$ cat src/design/fuch_pkg.sv
// ----------------------------------------------------------------------------
// fuch_pkg: firmware upload command handler package
// Command codes, reply constants and the result word type.
// ----------------------------------------------------------------------------
package fuch_pkg;

    localparam int BUFFER_BYTES_DEF = 65536;

    localparam int WORD_W    = 32;
    localparam int ARG_W     = 24;
    localparam int BYTES_W   = 26;
    localparam int VERSION_W = 24;

    typedef enum logic [7:0] {
        CMD_CLEAR   = 8'h80,
        CMD_DECLARE = 8'h81,
        CMD_STATUS  = 8'h82,
        CMD_SWRESET = 8'h83,
        CMD_PAYLOAD = 8'hAA,
        CMD_CHECK   = 8'hBB,
        CMD_START   = 8'hCC,
        CMD_VERSION = 8'hEE
    } cmd_t;

    localparam logic [WORD_W-1:0] REPLY_OK   = 32'h0000_0001;
    localparam logic [WORD_W-1:0] REPLY_FAIL = 32'hFFFF_FFFF;
    localparam logic [ARG_W-1:0]  COUNT_MAX  = 24'hFF_FFFF;

    typedef struct packed {
        logic [WORD_W-1:0] reply_word;
        logic              reply_valid;
        logic              reset_request;
        logic              upgrade_go;
    } result_t;

endpackage

$ cat src/design/fuch_ram.sv
// ----------------------------------------------------------------------------
// fuch_ram: generic single-port-write RAM
// One write port, one read port, read data registered.
// ----------------------------------------------------------------------------
module fuch_ram #(
    parameter int WIDTH = 8,
    parameter int DEPTH = 1024,
    parameter int ADDR_W = (DEPTH > 1) ? $clog2(DEPTH) : 1
) (
    input  logic              clk,
    input  logic              wr_en,
    input  logic [ADDR_W-1:0] wr_addr,
    input  logic [WIDTH-1:0]  wr_data,
    input  logic [ADDR_W-1:0] rd_addr,
    output logic [WIDTH-1:0]  rd_data
);

    logic [WIDTH-1:0] mem [DEPTH];
    logic [WIDTH-1:0] rd_data_reg;

    always_ff @(posedge clk)
    begin
        if (wr_en)
        begin
            mem[wr_addr] <= wr_data;
        end
        rd_data_reg <= mem[rd_addr];
    end

    assign rd_data = rd_data_reg;

endmodule

$ cat src/design/fuch_skid.sv
// ----------------------------------------------------------------------------
// fuch_skid: result output register with skid stage
// Holds up to two result words so the input side can take one more word after the output stalls.
// ----------------------------------------------------------------------------
module fuch_skid (
    input  logic              clk,
    input  logic              rst_n,
    input  logic              push,
    input  fuch_pkg::result_t push_data,
    output logic              full,
    output logic              out_valid,
    input  logic              out_stall,
    output fuch_pkg::result_t out_data
);
    import fuch_pkg::*;

    logic    out_valid_reg, out_valid_next;
    logic    skid_valid_reg, skid_valid_next;
    result_t out_data_reg, out_data_next;
    result_t skid_data_reg, skid_data_next;
    logic    pop;

    assign pop = out_valid_reg && !out_stall;

    always_comb
    begin
        out_valid_next  = out_valid_reg;
        out_data_next   = out_data_reg;
        skid_valid_next = skid_valid_reg;
        skid_data_next  = skid_data_reg;
        if (!out_valid_reg || pop)
        begin
            // skid drains first; push is blocked while skid is full
            out_valid_next  = skid_valid_reg || push;
            out_data_next   = skid_valid_reg ? skid_data_reg : push_data;
            skid_valid_next = 1'b0;
        end
        else if (push)
        begin
            skid_valid_next = 1'b1;
            skid_data_next  = push_data;
        end
    end

    always_ff @(posedge clk or negedge rst_n)
    begin
        if (!rst_n)
        begin
            out_valid_reg  <= 1'b0;
            skid_valid_reg <= 1'b0;
        end
        else
        begin
            out_valid_reg  <= out_valid_next;
            skid_valid_reg <= skid_valid_next;
        end
    end

    always_ff @(posedge clk)
    begin
        out_data_reg  <= out_data_next;
        skid_data_reg <= skid_data_next;
    end

    assign full      = skid_valid_reg;
    assign out_valid = out_valid_reg;
    assign out_data  = out_data_reg;

    // skid only fills behind a held output word
    a_skid_behind_out: assert property (@(posedge clk) disable iff (!rst_n)
        skid_valid_reg |-> out_valid_reg)
        else $error("skid word without output word");

    // a held output word with a full skid keeps both
    a_skid_hold: assert property (@(posedge clk) disable iff (!rst_n)
        skid_valid_reg && out_stall |=> skid_valid_reg && out_valid_reg)
        else $error("word lost while stalled");

    // skid drains into the output register on a pop
    a_skid_drain: assert property (@(posedge clk) disable iff (!rst_n)
        skid_valid_reg && pop |=> !skid_valid_reg && out_valid_reg
            && out_data_reg == $past(skid_data_reg))
        else $error("skid word not forwarded");

endmodule

$ cat src/design/firmware_upload_command_handler_core.sv
// ----------------------------------------------------------------------------
// firmware_upload_command_handler_core: firmware upload command handler
// Decodes serial-link command words, tracks the declared image size and the
// received payload triplets, stores the image bytes, and builds one result
// per command word; a software reset result carries no valid reply.
// ----------------------------------------------------------------------------
// An accepted word's result is registered in the output register, or in the skid word while the output is held.
// Throughput: 1 word per cycle while in_stall is low; the counters and flag update on
//   each accepted word, and each payload word writes its three bytes as one 24-bit row
//   of the image RAM in the same cycle.
// Output side: output register plus one skid word; in_stall rises only when
//   both are full.
// Reset: rst_n clears counters, go flag, version register and handshake
//   state at once; the image store is not cleared (no clearing pass).
// ----------------------------------------------------------------------------
module firmware_upload_command_handler_core #(
    parameter int BUFFER_BYTES = fuch_pkg::BUFFER_BYTES_DEF
) (
    input  logic                             clk,
    input  logic                             rst_n,
    // configuration: firmware_version
    input  logic                             cfg_valid,
    output logic                             cfg_ready,
    input  logic [fuch_pkg::VERSION_W-1:0]   cfg_data,
    // command words
    input  logic                             in_valid,
    output logic                             in_stall,
    input  logic [fuch_pkg::WORD_W-1:0]      spi_word,
    input  logic                             upgrade_ok,
    // results
    output logic                             out_valid,
    input  logic                             out_stall,
    output logic [fuch_pkg::WORD_W-1:0]      reply_word,
    output logic                             reply_valid,
    output logic                             reset_request,
    output logic                             upgrade_go
);
    import fuch_pkg::*;

    // image byte a sits in row a div 3, byte a mod 3 of that row
    localparam int LANES = 3;
    localparam int ROWS  = (BUFFER_BYTES + LANES - 1) / LANES;
    localparam int ROW_W = (ROWS > 1) ? $clog2(ROWS) : 1;

    // ---------------- state ----------------
    logic [VERSION_W-1:0] firmware_version_reg;
    logic [BYTES_W-1:0]   declared_bytes_reg, declared_bytes_next;
    logic [ARG_W-1:0]     triplet_count_reg, triplet_count_next;
    logic                 go_flag_reg, go_flag_next;

    logic                 accept;
    logic                 buf_full;
    logic [7:0]           cmd;
    logic [ARG_W-1:0]     arg;
    logic [BYTES_W-1:0]   base3;
    logic [BYTES_W-1:0]   arg3;
    logic                 match;
    result_t              result;

    // ---------------- config ----------------
    assign cfg_ready = 1'b1;

    always_ff @(posedge clk or negedge rst_n)
    begin
        if (!rst_n)
        begin
            firmware_version_reg <= '0;
        end
        else if (cfg_valid && cfg_ready)
        begin
            firmware_version_reg <= cfg_data;
        end
    end

    // ---------------- decode ----------------
    assign accept   = in_valid && !in_stall;
    assign in_stall = buf_full;
    assign cmd      = spi_word[WORD_W-1:ARG_W];
    assign arg      = spi_word[ARG_W-1:0];

    // 3*x at 26 bits never wraps for a 24-bit x
    assign base3 = {2'b00, triplet_count_reg} + {1'b0, triplet_count_reg, 1'b0};
    assign arg3  = {2'b00, arg} + {1'b0, arg, 1'b0};
    assign match = (base3 == declared_bytes_reg);

    always_comb
    begin
        declared_bytes_next  = declared_bytes_reg;
        triplet_count_next   = triplet_count_reg;
        go_flag_next         = go_flag_reg;
        result.reply_word    = spi_word;   // echo by default, unknown codes too
        result.reply_valid   = 1'b1;
        result.reset_request = 1'b0;
        case (cmd)
            CMD_CLEAR:
            begin
                declared_bytes_next = '0;
                triplet_count_next  = '0;
                go_flag_next        = 1'b0;
            end
            CMD_DECLARE:
            begin
                declared_bytes_next = arg3;
                triplet_count_next  = '0;
            end
            CMD_STATUS:
            begin
                result.reply_word = upgrade_ok ? REPLY_OK : REPLY_FAIL;
            end
            CMD_SWRESET:
            begin
                result.reply_word    = '0;
                result.reply_valid   = 1'b0;
                result.reset_request = 1'b1;
            end
            CMD_PAYLOAD:
            begin
                // count saturates at all ones
                if (triplet_count_reg != COUNT_MAX)
                begin
                    triplet_count_next = triplet_count_reg + 1'b1;
                end
            end
            CMD_CHECK:
            begin
                result.reply_word = match ? REPLY_OK : REPLY_FAIL;
            end
            CMD_START:
            begin
                go_flag_next = match;
                if (!match)
                begin
                    result.reply_word = REPLY_FAIL;
                end
            end
            CMD_VERSION:
            begin
                result.reply_word = {CMD_VERSION, firmware_version_reg};
            end
            default:
            begin
            end
        endcase
        result.upgrade_go = go_flag_next;
    end

    always_ff @(posedge clk or negedge rst_n)
    begin
        if (!rst_n)
        begin
            declared_bytes_reg <= '0;
            triplet_count_reg  <= '0;
            go_flag_reg        <= 1'b0;
        end
        else if (accept)
        begin
            declared_bytes_reg <= declared_bytes_next;
            triplet_count_reg  <= triplet_count_next;
            go_flag_reg        <= go_flag_next;
        end
    end

    // ---------------- image store ----------------
    // A payload word lands whole in row triplet_count, low byte first. A row
    // that starts at or past the buffer end is dropped; in the last row the
    // byte slots past the end hold no image byte.
    logic             img_wr_en;
    logic [ROW_W-1:0] row;

    assign row       = triplet_count_reg[ROW_W-1:0];
    assign img_wr_en = accept && (cmd == CMD_PAYLOAD)
        && (base3 < BYTES_W'(BUFFER_BYTES));

    fuch_ram #(
        .WIDTH (ARG_W),
        .DEPTH (ROWS)
    ) u_image_ram (
        .clk     (clk),
        .wr_en   (img_wr_en),
        .wr_addr (row),
        .wr_data (arg),
        .rd_addr (row),
        .rd_data ()
    );

    // ---------------- output ----------------
    result_t out_data;

    fuch_skid u_skid (
        .clk       (clk),
        .rst_n     (rst_n),
        .push      (accept),
        .push_data (result),
        .full      (buf_full),
        .out_valid (out_valid),
        .out_stall (out_stall),
        .out_data  (out_data)
    );

    assign reply_word    = out_data.reply_word;
    assign reply_valid   = out_data.reply_valid;
    assign reset_request = out_data.reset_request;
    assign upgrade_go    = out_data.upgrade_go;

    // ---------------- checks ----------------
    // go flag only rises on a start word
    a_go_rise: assert property (@(posedge clk) disable iff (!rst_n)
        $rose(go_flag_reg) |-> $past(accept) && $past(cmd) == CMD_START)
        else $error("go flag set without start command");

    // payload below saturation advances the count by one
    a_count_step: assert property (@(posedge clk) disable iff (!rst_n)
        accept && cmd == CMD_PAYLOAD && triplet_count_reg != COUNT_MAX
            |=> triplet_count_reg == $past(triplet_count_reg) + 1'b1)
        else $error("triplet count did not advance");

    // image writes stay inside the buffer rows
    a_row_range: assert property (@(posedge clk) disable iff (!rst_n)
        img_wr_en |-> {{(32-ROW_W){1'b0}}, row} < 32'(ROWS))
        else $error("image write beyond buffer");

    // a software reset result never carries a loaded reply
    a_swreset_reply: assert property (@(posedge clk) disable iff (!rst_n)
        out_valid && reset_request |-> !reply_valid && reply_word == '0)
        else $error("reset result with reply");

endmodule
$ cat config.mk
export PLATFORM = sky130hd
export DESIGN_NAME = firmware_upload_command_handler_core
export DESIGN_NICKNAME = d
export VERILOG_FILES = /design/src/design/fuch_pkg.sv /design/src/design/fuch_ram.sv /design/src/design/fuch_skid.sv /design/src/design/firmware_upload_command_handler_core.sv
export SDC_FILE = /design/constraint.sdc
export NUM_CORES = 1
export LEC_CHECK = 0
export ABC_AREA = 1
export BUFFER_PORTS_ARGS = -buffer_cell sky130_fd_sc_hd__buf_2
export CORE_ASPECT_RATIO = 1.2
export CORE_MARGIN = 5
export CORE_UTILIZATION = 50
export DETAILED_ROUTE_END_ITERATION = 10
export GPL_TIMING_DRIVEN = 0
export PLACE_DENSITY = 0.69
export SETUP_SLACK_MARGIN = 0.2
export SLEW_MARGIN = 10
export SYNTH_ARGS = -nofsm -noshare
export SYNTH_HDL_FRONTEND = slang
export SYNTH_SLANG_ARGS = --single-unit
$ cat constraint.sdc
create_clock -name clk -period 4.2 [get_ports clk]
set_input_delay 1.26 -clock clk [delete_from_list [all_inputs] [get_ports clk]]
set_output_delay 1.26 -clock clk [all_outputs]
set_load 0.05 [all_outputs]
# [Yosys cells after proc, flatten, opt, wreduce, memory -nomap -nowiden]
# Index checks and enable logic that the tools add are counted.
[word_totals] ff_bits=147 in_bits=62 out_inout_bits=38
[op_classes] addsub=3 n_eq_ne=11 mux=12 n_bitwise=1 reduce_logical=14
[op_table] operator="32-bit case mux with 5 select lines" count=1
[op_table] operator="32-bit 2-to-1 mux" count=3
[op_table] operator="8-bit == test, second input constant" count=8
[op_table] operator="24-bit by 25-bit adder with 26-bit output" count=2
[op_table] operator="26-bit case mux with 2 select lines" count=1
[op_table] operator="24-bit case mux with 2 select lines" count=1
[op_table] operator="35-bit 2-to-1 mux" count=1
[op_table] operator="26-bit == test" count=1
[op_table] operator="24-bit by 1-bit adder with 24-bit output, second input constant" count=1
[op_table] operator="24-bit 2-to-1 mux" count=1
[op_table] operator="24-bit != test, second input constant" count=1
[op_table] operator="2-bit nonzero test" count=3
[op_table] operator="2-bit AND reduction" count=2
[op_table] operator="1-bit logical NOT" count=3
[op_table] operator="3-bit AND reduction" count=1
[op_table] operator="1-bit logical AND" count=2
[op_table] operator="1-bit logical OR" count=2
[op_table] operator="1-bit 2-to-1 mux" count=2
[op_table] operator="2-bit 2-to-1 mux" count=1
[op_table] operator="2-bit != test, second input constant" count=1
[op_table] operator="1-bit case mux with 2 select lines" count=1
[op_table] operator="2-bit OR reduction" count=1
[op_table] operator="1-bit inverter" count=1

# [Logic depth before layout (Yosys ltp)]
# Gate-level depths: netlist of run 1.
[depth] ltp_word=5 mapped_depth=22 ltp_nobuf=21

# [By module]
# A second synthesis of run 1 with hierarchy kept.
[hier_totals] cells_unflattened=1539 hier_area_um2=10933.0
[by_module_without_submodules] module="firmware_upload_command_handler_core" n_inst=1 cells_per_inst=1348 area_per_inst_um2=8241.7 seq_area_each_um2=1876.8
[by_module_without_submodules] module="fuch_skid" n_inst=1 cells_per_inst=191 area_per_inst_um2=2691.3 seq_area_each_um2=2152.1

# [Least setup slack after synthesis of run 1]
# No wires, ideal clock.
[synth_path] path_kind="input -> register" startpoint="input port out_stall" endpoint="register u_skid.skid_data_reg[0] (netlist bit), enable pin" arrival_time_ns=3.669 required_ns=3.773 setup_slack_ns=0.104 stages=2 cell_sequence="nand2_1 > nor2_1"
[synth_via] elab_chain_cells=5
[synth_rtl] item="start: declaration" line="firmware_upload_command_handler_core.sv:32" source="input logic out_stall,"
[synth_rtl] item="1-bit logical NOT" line="fuch_skid.sv:23" source="assign pop = out_valid_reg && !out_stall;"
[synth_rtl] item="1-bit logical AND" line="fuch_skid.sv:23"
[synth_rtl] item="1-bit logical OR" line="fuch_skid.sv:31" source="if (!out_valid_reg || pop)"
[synth_rtl] item="1-bit inverter (no line)"
[synth_rtl] item="2-bit AND reduction (no line)"
[synth_rtl] item="end signal: assignment" line="fuch_skid.sv:62" source="skid_data_reg <= skid_data_next;"
[synth_rtl] item="end: declaration" line="fuch_skid.sv:20" source="result_t skid_data_reg, skid_data_next;"
# Every way passes these cells.
# A chain may end at the register's enable or synchronous reset.

==> impl_summary.md, run 1 <==
Status
The flow ran to the end, and the final reports show no timing, DRC or antenna violations.

STA
The max-slew headroom at the worst pin is 42.3%. Setup repair after global routing left no endpoint under its margin. The final number of setup-violating endpoints is 0.

The maximum achievable frequency is 0.273 GHz. The final hold violation count was 0. After routing, the total negative slack on setup checks comes to 0 ns.

The final number of max-transition violations is 0. For the pin with the worst max-slew slack, the measured transition is 0.858 ns. The share of the clock period used by the worst path after layout is 87.3%.

The worst-case setup margin in the final layout is 0.533 ns. The routed design could run at a clock period as short as 3.67 ns. On the final layout, the worst clock skew is 0.0137 ns.

Logic synthesis
The mean instance size in the synthesized netlist is 7.23 sq um. Synthesis produced a netlist with a net count of 1,536. Synthesis produced a netlist whose cell count is 1,424. Counting flops with an async set or reset pin after synthesis yields a share of 52.4%. The total number of yosys warnings is 0. The sequential area share after synthesis is 39.1%.

The number of distinct library cells after synthesis is 51. The number of synthesized register bits is 147. The total standard cell area after synthesis is 10,300 sq um. The most used flip-flop cell after synthesis is sky130_fd_sc_hd__dfrtp_1. The number of enable flip-flop cells after synthesis is 70.

Clock network
TritonCTS built the clock tree. The clock latency reported for the late side of the worst-skew pair is 0.43 ns. Post-CTS timing repair inserted 0 buffers for setup. The post-cts sizing count is 0. The number of clock buffers inserted by TritonCTS is 17. The CTS root buffer is sky130_fd_sc_hd__clkbuf_16. The tree built by TritonCTS fans out to 147 sinks.

The clock passes through at most 2 buffers. The post-cts hold buffer count is 0. Clock-pin slew was measured on the worst setup and hold paths at 0.07 ns.

The H-tree was split into 4 levels.

Pwr
After layout, the design draws a total of 3.84 mW. The sequential share of power is 43.3%. Power spread over the standard cell area amounts to 327 nW/um^2. The maximum VDD drop is 290 uV. The reported net switching power is 1.23 mW. The switching part of the total power is 32.0%. The cell leakage power is 5.76 nW.

Combinational logic burns 18.9% of the power. The internal portion of total power is 2.61 mW. The clock share of power is 37.8%.

Place
Detailed placement finished with a half-perimeter wire length of 23.9 mm. The placement-stage worst setup slack is 0.460 ns. In this run the cell area measured after placement is 11,200 sq um. The count of buffers from port buffering is 97. The congestion estimate from routability-driven global placement came to 0.935. The placed cell count is 1,789.

Floorplanning
In this run the core area contains 57 standard-cell rows. Once the floorplan was initialized, standard cells occupied 50.8% of the core. 100 I/O pins were placed. The area of the die is 23,600 sq um. From bottom edge to top edge, the die measures 167 um. The total core area is 20,300 sq um.

The horizontal die dimension is 141 um.

Routing
Using the TritonRoute via totals, the vias-per-cell ratio works out to 5.31. Detailed routing inserted a total of 9,683 vias. The average detailed-routed wire length per instance is 16.3 um. In this run the remaining antenna-violating nets after routing total 0.

The post-route DRC violation count is 0. The count of routing violations after the opening detailed-route iteration is 570. The total routed wirelength is 29.8 mm. The detailed-router iteration count before antenna repair is 5.

Setup path
STA classifies the critical path startpoint as a register. Of all nets on the critical path, the largest fanout is 10. The cell type of the slowest stage on the worst timing path is sky130_fd_sc_hd__dfrtp_1. In this design, the stage delay of the slowest critical-path cell is 0.44 ns.

Traced cell by cell, the critical path runs through ha_2, fa_1, nand3_1, nand3_1, nand2_1, nand2_1, nand2_1, nand2_1, nand2_1, nand2_1, nand2_1, nand2_1, nor2_1, nand2_1, nor2_4, nand2_4, buf_6, a21oi_2, nand3_1, nand2_1, nand2_1. The most numerous cell on the critical path is sky130_fd_sc_hd__nand2_1. The setup slack of the worst register-to-register path is 0.53 ns. The worst endpoint required time is 4.38 ns. The worst path arrival time is 3.85 ns. The critical path class is register to register. The kind of end point of the critical path is a register.

Cells and area
The non-filler instance count after layout is 1,824. In the layout the commonest cells are sky130_fd_sc_hd__nand2_1, sky130_fd_sc_hd__inv_1, sky130_fd_sc_hd__nand3_1, sky130_fd_sc_hd__buf_2, sky130_fd_sc_hd__o21ai_0. The net count reported at finish is 1,655. The library cell used most frequently in the layout, excluding fill and tap cells, is sky130_fd_sc_hd__nand2_1. The post-route netlist has 12.2% of its cells at a drive strength greater than 1. The final design area excluding fillers is 11,700 sq um. The area growth from synthesis to layout is 14.0%.

Global routing
The via count of the first global-routing pass came to 9,261. The initial antenna violation count was 1. Global routing consumed, over all layers together, 25.5% of the routing resources. Entering global routing, the biggest net connects 40 pins. The wire length of the first global-routing pass is 47.7 mm. The residual overflow from global routing is 0.

Flow run
Max-cap violations in this run came to 0.

Hold path
The type of the worst min-delay path is register to register.
-- Yosys cell counts, drive strengths merged, types with 2 or more instances --
master	n	area, sq um
o22ai	8	50.1
ha	48	601
nor4	5	37.5
nor2	100	405
o211ai	2	15.0
nand4	25	156
o21a	3	22.5
o21bai	2	15.0
xor2	12	105
fa	2	40.0
inv	173	649
nand3b	27	203
and3	2	12.5
or2	7	43.8
nor3	20	116
buf	11	66.3
a32o	2	20.0
a22o	2	17.5
dfrtp	77	1930
and2	5	31.3
a21o	4	30.0
nand3	110	556
clkinv	2	7.51
a31oi	2	12.5
o21ai	102	510
a21oi	87	514
edfxtp	70	2100
xnor2	13	114
nand2	469	1780
clkbuf	26	97.6
-- final timing paths --
check                                                  from                              endpoint  cells after the start
max in group asynchronous                             rst_n  firmware_version_reg[13]$_DFFE_PN0P_                      2
hold / removal                      go_flag_reg$_DFFE_PN0P_               go_flag_reg$_DFFE_PN0P_                      2
setup reg to reg           triplet_count_reg[0]$_DFFE_PN0P_         u_skid.out_data[25]$_DFFE_PN_                     21
min in group asynchronous                             rst_n     triplet_count_reg[18]$_DFFE_PN0P_                      1
hold reg to reg                     go_flag_reg$_DFFE_PN0P_               go_flag_reg$_DFFE_PN0P_                      2
setup / recovery           triplet_count_reg[0]$_DFFE_PN0P_         u_skid.out_data[25]$_DFFE_PN_                     21
-- metrics by stage --
stage | hold WS (ns) | util, %
final | 0.487 | 58.0
after global routing | 0.515 | 57.9
after global placement | 0.465 | 54.9
after floorplan | 0.450 | -
after CTS | 0.491 | 57.9
after detailed placement | 0.475 | 55.2
-- power by group through the flow --
stage	Combinational [mW]	Sequential [mW]	Clock, mW
final	0.725	1.66	1.45
after global placement	0.710	1.69	0
after floorplan	0.372	1.82	0
after global routing	0.807	1.68	1.54
after CTS	0.729	1.67	1.47
after detailed placement	0.724	1.69	0
-- logic make-up after synthesis --
group	count (synthesis)	synth area share, %
buffers and inverters	212	7.97
other	1	0.0364
flip-flops	147	39.1
adder cells (fa/ha/maj)	50	6.22
XOR/XNOR	25	2.13
AO/OA/AOI/OAI	219	12.1
AND/OR/NAND/NOR	770	32.4
-- routing by layer --
metal / global-route usage (%) / up-vias / routed length, um
met5: 0 / - / 0
met4: 10.6 / 0 / 1150
met3: 3.68 / 57 / 1310
met2: 46.0 / 249 / 15100
met1: 30.1 / 4431 / 12200
li1: - / 4946 / -
-- final cells by class --
cell class                 instances  area (sq um)
fill                            1947          8520
multi-input combinational       1065          5470
sequential                       147          4030
inverter                         175           657
timing repair buffer             100           533
clock buffer                      18           429
tap                              265           332
buffer                            37           166
clock inverter                    14           119
antenna                            3          7.51
-- worst max-delay path, delay by kind of cell, from the launching register on --
family	cells	cell delay, ns
AOI/OAI and AO/OA	1	0.11
adders and majority gates	2	0.66
buffers and inverters	1	0.18
DFF	1	0.44
and+or+nand+nor	17	2.00
Note: power is estimated with default switching activity, not from simulation.
==> run 2: changes to the inputs <==
--- a/config.mk
+++ b/config.mk
@@ -7,12 +7,14 @@
 export LEC_CHECK = 0
 export ABC_AREA = 1
 export BUFFER_PORTS_ARGS = -buffer_cell sky130_fd_sc_hd__buf_2
+export CELL_PAD_IN_SITES_DETAIL_PLACEMENT = 1
+export CELL_PAD_IN_SITES_GLOBAL_PLACEMENT = 2
 export CORE_ASPECT_RATIO = 1.2
 export CORE_MARGIN = 5
-export CORE_UTILIZATION = 50
+export CORE_UTILIZATION = 35
 export DETAILED_ROUTE_END_ITERATION = 10
 export GPL_TIMING_DRIVEN = 0
-export PLACE_DENSITY = 0.69
+export PLACE_DENSITY_LB_ADDON = 0.1
 export SETUP_SLACK_MARGIN = 0.2
 export SLEW_MARGIN = 10
 export SYNTH_ARGS = -nofsm -noshare
==> impl_summary.md, run 2 (synthesized netlist as in run 1, its figures left out) <==
STA
The maximum achievable frequency is 0.266 GHz (-2.4%). The clock period minus final worst setup slack was 3.76 ns (+0.0890 ns). The setup TNS was 0 ns (unchanged).

The max-slew headroom at the worst pin is 38.4% (-3.9 points). The final hold violation count is 0 (unchanged). The share of the clock period used by the worst path after layout is 89.4% (+2.1 points). The final number of setup-violating endpoints came to 0 (unchanged). The worst-case setup margin in the final layout was 0.444 ns (-0.0890 ns). Setup repair after global routing could not meet its margin everywhere. The worst clock skew is 0.0148 ns (+0.00107 ns).

The final number of max-transition violations came to 0 (unchanged). The measured slew at the worst slew-check pin is 0.916 ns (+0.0581 ns). The final worst hold slack was 0.506 ns (+0.0190 ns).

Setup path
The worst setup path is of the register to register kind. The worst endpoint required time is 4.41 ns (+0.03 ns). The largest fanout of any net on the critical path is 10 (unchanged).

The worst path arrival time is 3.96 ns (+0.11 ns). The largest stage delay on the critical path is 0.45 ns (about the same). STA classifies the critical path endpoint as a register. The most critical setup path has its startpoint at triplet_count_reg[1]$_DFFE_PN0P_. The most numerous cell on the critical path is sky130_fd_sc_hd__nand2_1.

The cell type of the slowest stage on the worst timing path is sky130_fd_sc_hd__dfrtp_1. The worst flop-to-flop path startpoint is triplet_count_reg[1]$_DFFE_PN0P_. The critical path goes through ha_2, fa_1, nand3_1, inv_1, nand2_1, nand3_2, nand2_1, nand2_1, nand2_1, nand2_1, nand2_1, nand2_1, nor2_1, nand3_1, nor2_4, nand2_4, buf_6, a21oi_2, nand3_1, nand2_1, nand2_1. The kind of launch point of the worst setup path is a register.

Place
The placement-stage worst setup slack is 0.0996 ns (-0.360 ns). The global placement routability congestion was 0.856 (-8.5%). The HPWL after detailed placement is 29.3 mm (+22%). The count of buffers from port buffering came to 97 (unchanged). The area after detailed placement is 11,400 sq um (+1.6%).

The placed cell count is 1,910 (+6.8%).

Routing
The detailed-router iteration count before antenna repair is 4 (-1). The post-route DRC violation count is 0 (unchanged). The average detailed-routed wire length per instance is 18.7 um (+14%).

The average via count per standard cell came to 5.06 (-4.7%). The total via count in the routed design was 9,840 (+1.6%). The count of routing violations after the opening detailed-route iteration is 393 (-31%). The total routed wirelength came to 36.4 mm (+22%). The post-detailed-route count of antenna-violating nets was 0 (unchanged).

Clock network
The clock slew at the register clock pins of the worst setup and hold paths came to 0.08 ns (about the same). The number of clock sinks seen by CTS was 147 (unchanged). The post-cts hold buffer count is 0 (unchanged). The number of clock buffers inserted by TritonCTS was 17 (unchanged). The tree is rooted in a sky130_fd_sc_hd__clkbuf_16. The CTS tree is done. The number of buffers between clock root and the deepest sink was 2 (unchanged). The maximum level of the CTS H-tree is 4 (unchanged).

The clock latency reported for the late side of the worst-skew pair is 0.45 ns (+0.02 ns).

Cells and area
The layout cell share with drive strength beyond 1 came to 13.0% (+0.75 points). The count of filler cells inserted in the layout was 3,665 (+88%). The core occupancy in the finished layout is 41.7% (-16 points). The register area came to 4030 sq um (unchanged). The area growth from synthesis to layout is 17.1%.

In the layout the commonest cells are sky130_fd_sc_hd__nand2_1, sky130_fd_sc_hd__inv_1, sky130_fd_sc_hd__nand3_1, sky130_fd_sc_hd__o21ai_0, sky130_fd_sc_hd__buf_2. The net count reported at finish was 1,657 (+0.12%). Leaving out fill and tap cells, the most frequent cell in the layout is sky130_fd_sc_hd__nand2_1.

The non-filler instance count after layout came to 1,946 (+6.7%). The multi-input combinational cell area is 5510 sq um (+0.82%). The final design area excluding fillers came to 12,100 sq um (+2.7%).

Global routing
The initial antenna violation count is 3 (+2). The wire length of the first global-routing pass is 57.2 mm (+20%). The residual overflow from global routing is 0 (unchanged).

The via count of the first global-routing pass is 10.5k (+13%). The total routing usage reported by global routing is 22.1% (-3.4 points). The pin count of the biggest net entering global routing came to 54 (+35%).

Pwr
The total design power came to 4.05 mW (+5.4%). The power density over the cells is 336 nW/um^2 (+2.6%). The cell leakage power is 5.87 nW (+1.8%). The maximum VDD drop came to 190 uV (-35%).

Floorplanning
The number of top-level design ports was 100 (unchanged). The area of the die is 33,000 sq um (+40%). The effective utilization at floorplan came to 35.6% (-15 points).

The horizontal die dimension is 167 um (+18%). The die span in y was 198 um (+18%). The total core area is 28,900 sq um (+43%). The placement row count came to 68 (+19%).

Hold path
The startpoint identified for the worst hold timing path is go_flag_reg$_DFFE_PN0P_. The worst hold path belongs to the class register to register.

Flow run
The number of max-cap violations came to 0 (unchanged).

Status
The run finished with clean final reports.
[run 2: cell count changes in the layout (fill, tap and decap cells not counted), moves of 3 or more]
cell,previous run,this run
sky130_fd_sc_hd__nand3_2,1,10
sky130_fd_sc_hd__buf_2,101,98
sky130_fd_sc_hd__nand3_1,109,100
sky130_fd_sc_hd__clkinvlp_4,4,0
sky130_fd_sc_hd__inv_8,2,5
sky130_fd_sc_hd__clkinv_8,0,4
[run 2: report_power, final]
group,total (mW),leakage [nW],switching [mW],internal [mW]
clock,1.63,0.300,0.814,0.819
combinational,0.755,3.94,0.534,0.221
sequential,1.66,1.63,0.0399,1.62
[run 2: critical path, delay by kind of cell, from the launching register on]
| family | cells | cell delay [ns] |
|---|---|---|
| adder cells (fa/ha/maj) | 2 | 0.68 |
| AND/OR/NAND/NOR | 16 | 1.95 |
| AO/OA/AOI/OAI | 1 | 0.13 |
| flip-flops | 1 | 0.45 |
| buffers and inverters | 2 | 0.28 |
[run 2: area by class of cell]
cell class              count  area share, %
diodes                      3         0.0623
plain buffers              37           1.42
clock buffers              17           3.53
clock inverters            15           1.57
inverters                 175           5.45
multi-input cells        1065           45.7
flip-flops and latches    147           33.4
well taps                 385           4.00
repair buffers            102           4.84
[run 2: what timing repair did]
item                                    CTS  global route
endpoints found under the setup margin    2            45
resized for setup                         2            11
buffers inserted                          0             1
pin swaps                                 0             3
[run 2: metal layers]
metal	share of wire (%)	up-vias	global-route usage [%]
met5	0.030	-	0
met1	42	4717	25.4
met4	3.1	2	7.88
li1	-	4936	-
met2	53	132	41.6
met3	2.5	53	3.35
[run 2: path summary, 6_finish.rpt]
| check | end | slack (ns) | cells past startpoint |
|---|---|---|---|
| hold / removal | go_flag_reg$_DFFE_PN0P_ | 0.51 | 2 |
| setup reg to reg | u_skid.out_data[23]$_DFFE_PN_ | 0.44 | 21 |
| max in group asynchronous | firmware_version_reg[3]$_DFFE_PN0P_ | 2.86 | 2 |
| setup / recovery | u_skid.out_data[23]$_DFFE_PN_ | 0.44 | 21 |
| min in group asynchronous | triplet_count_reg[21]$_DFFE_PN0P_ | 0.72 | 1 |
| hold reg to reg | go_flag_reg$_DFFE_PN0P_ | 0.51 | 2 |
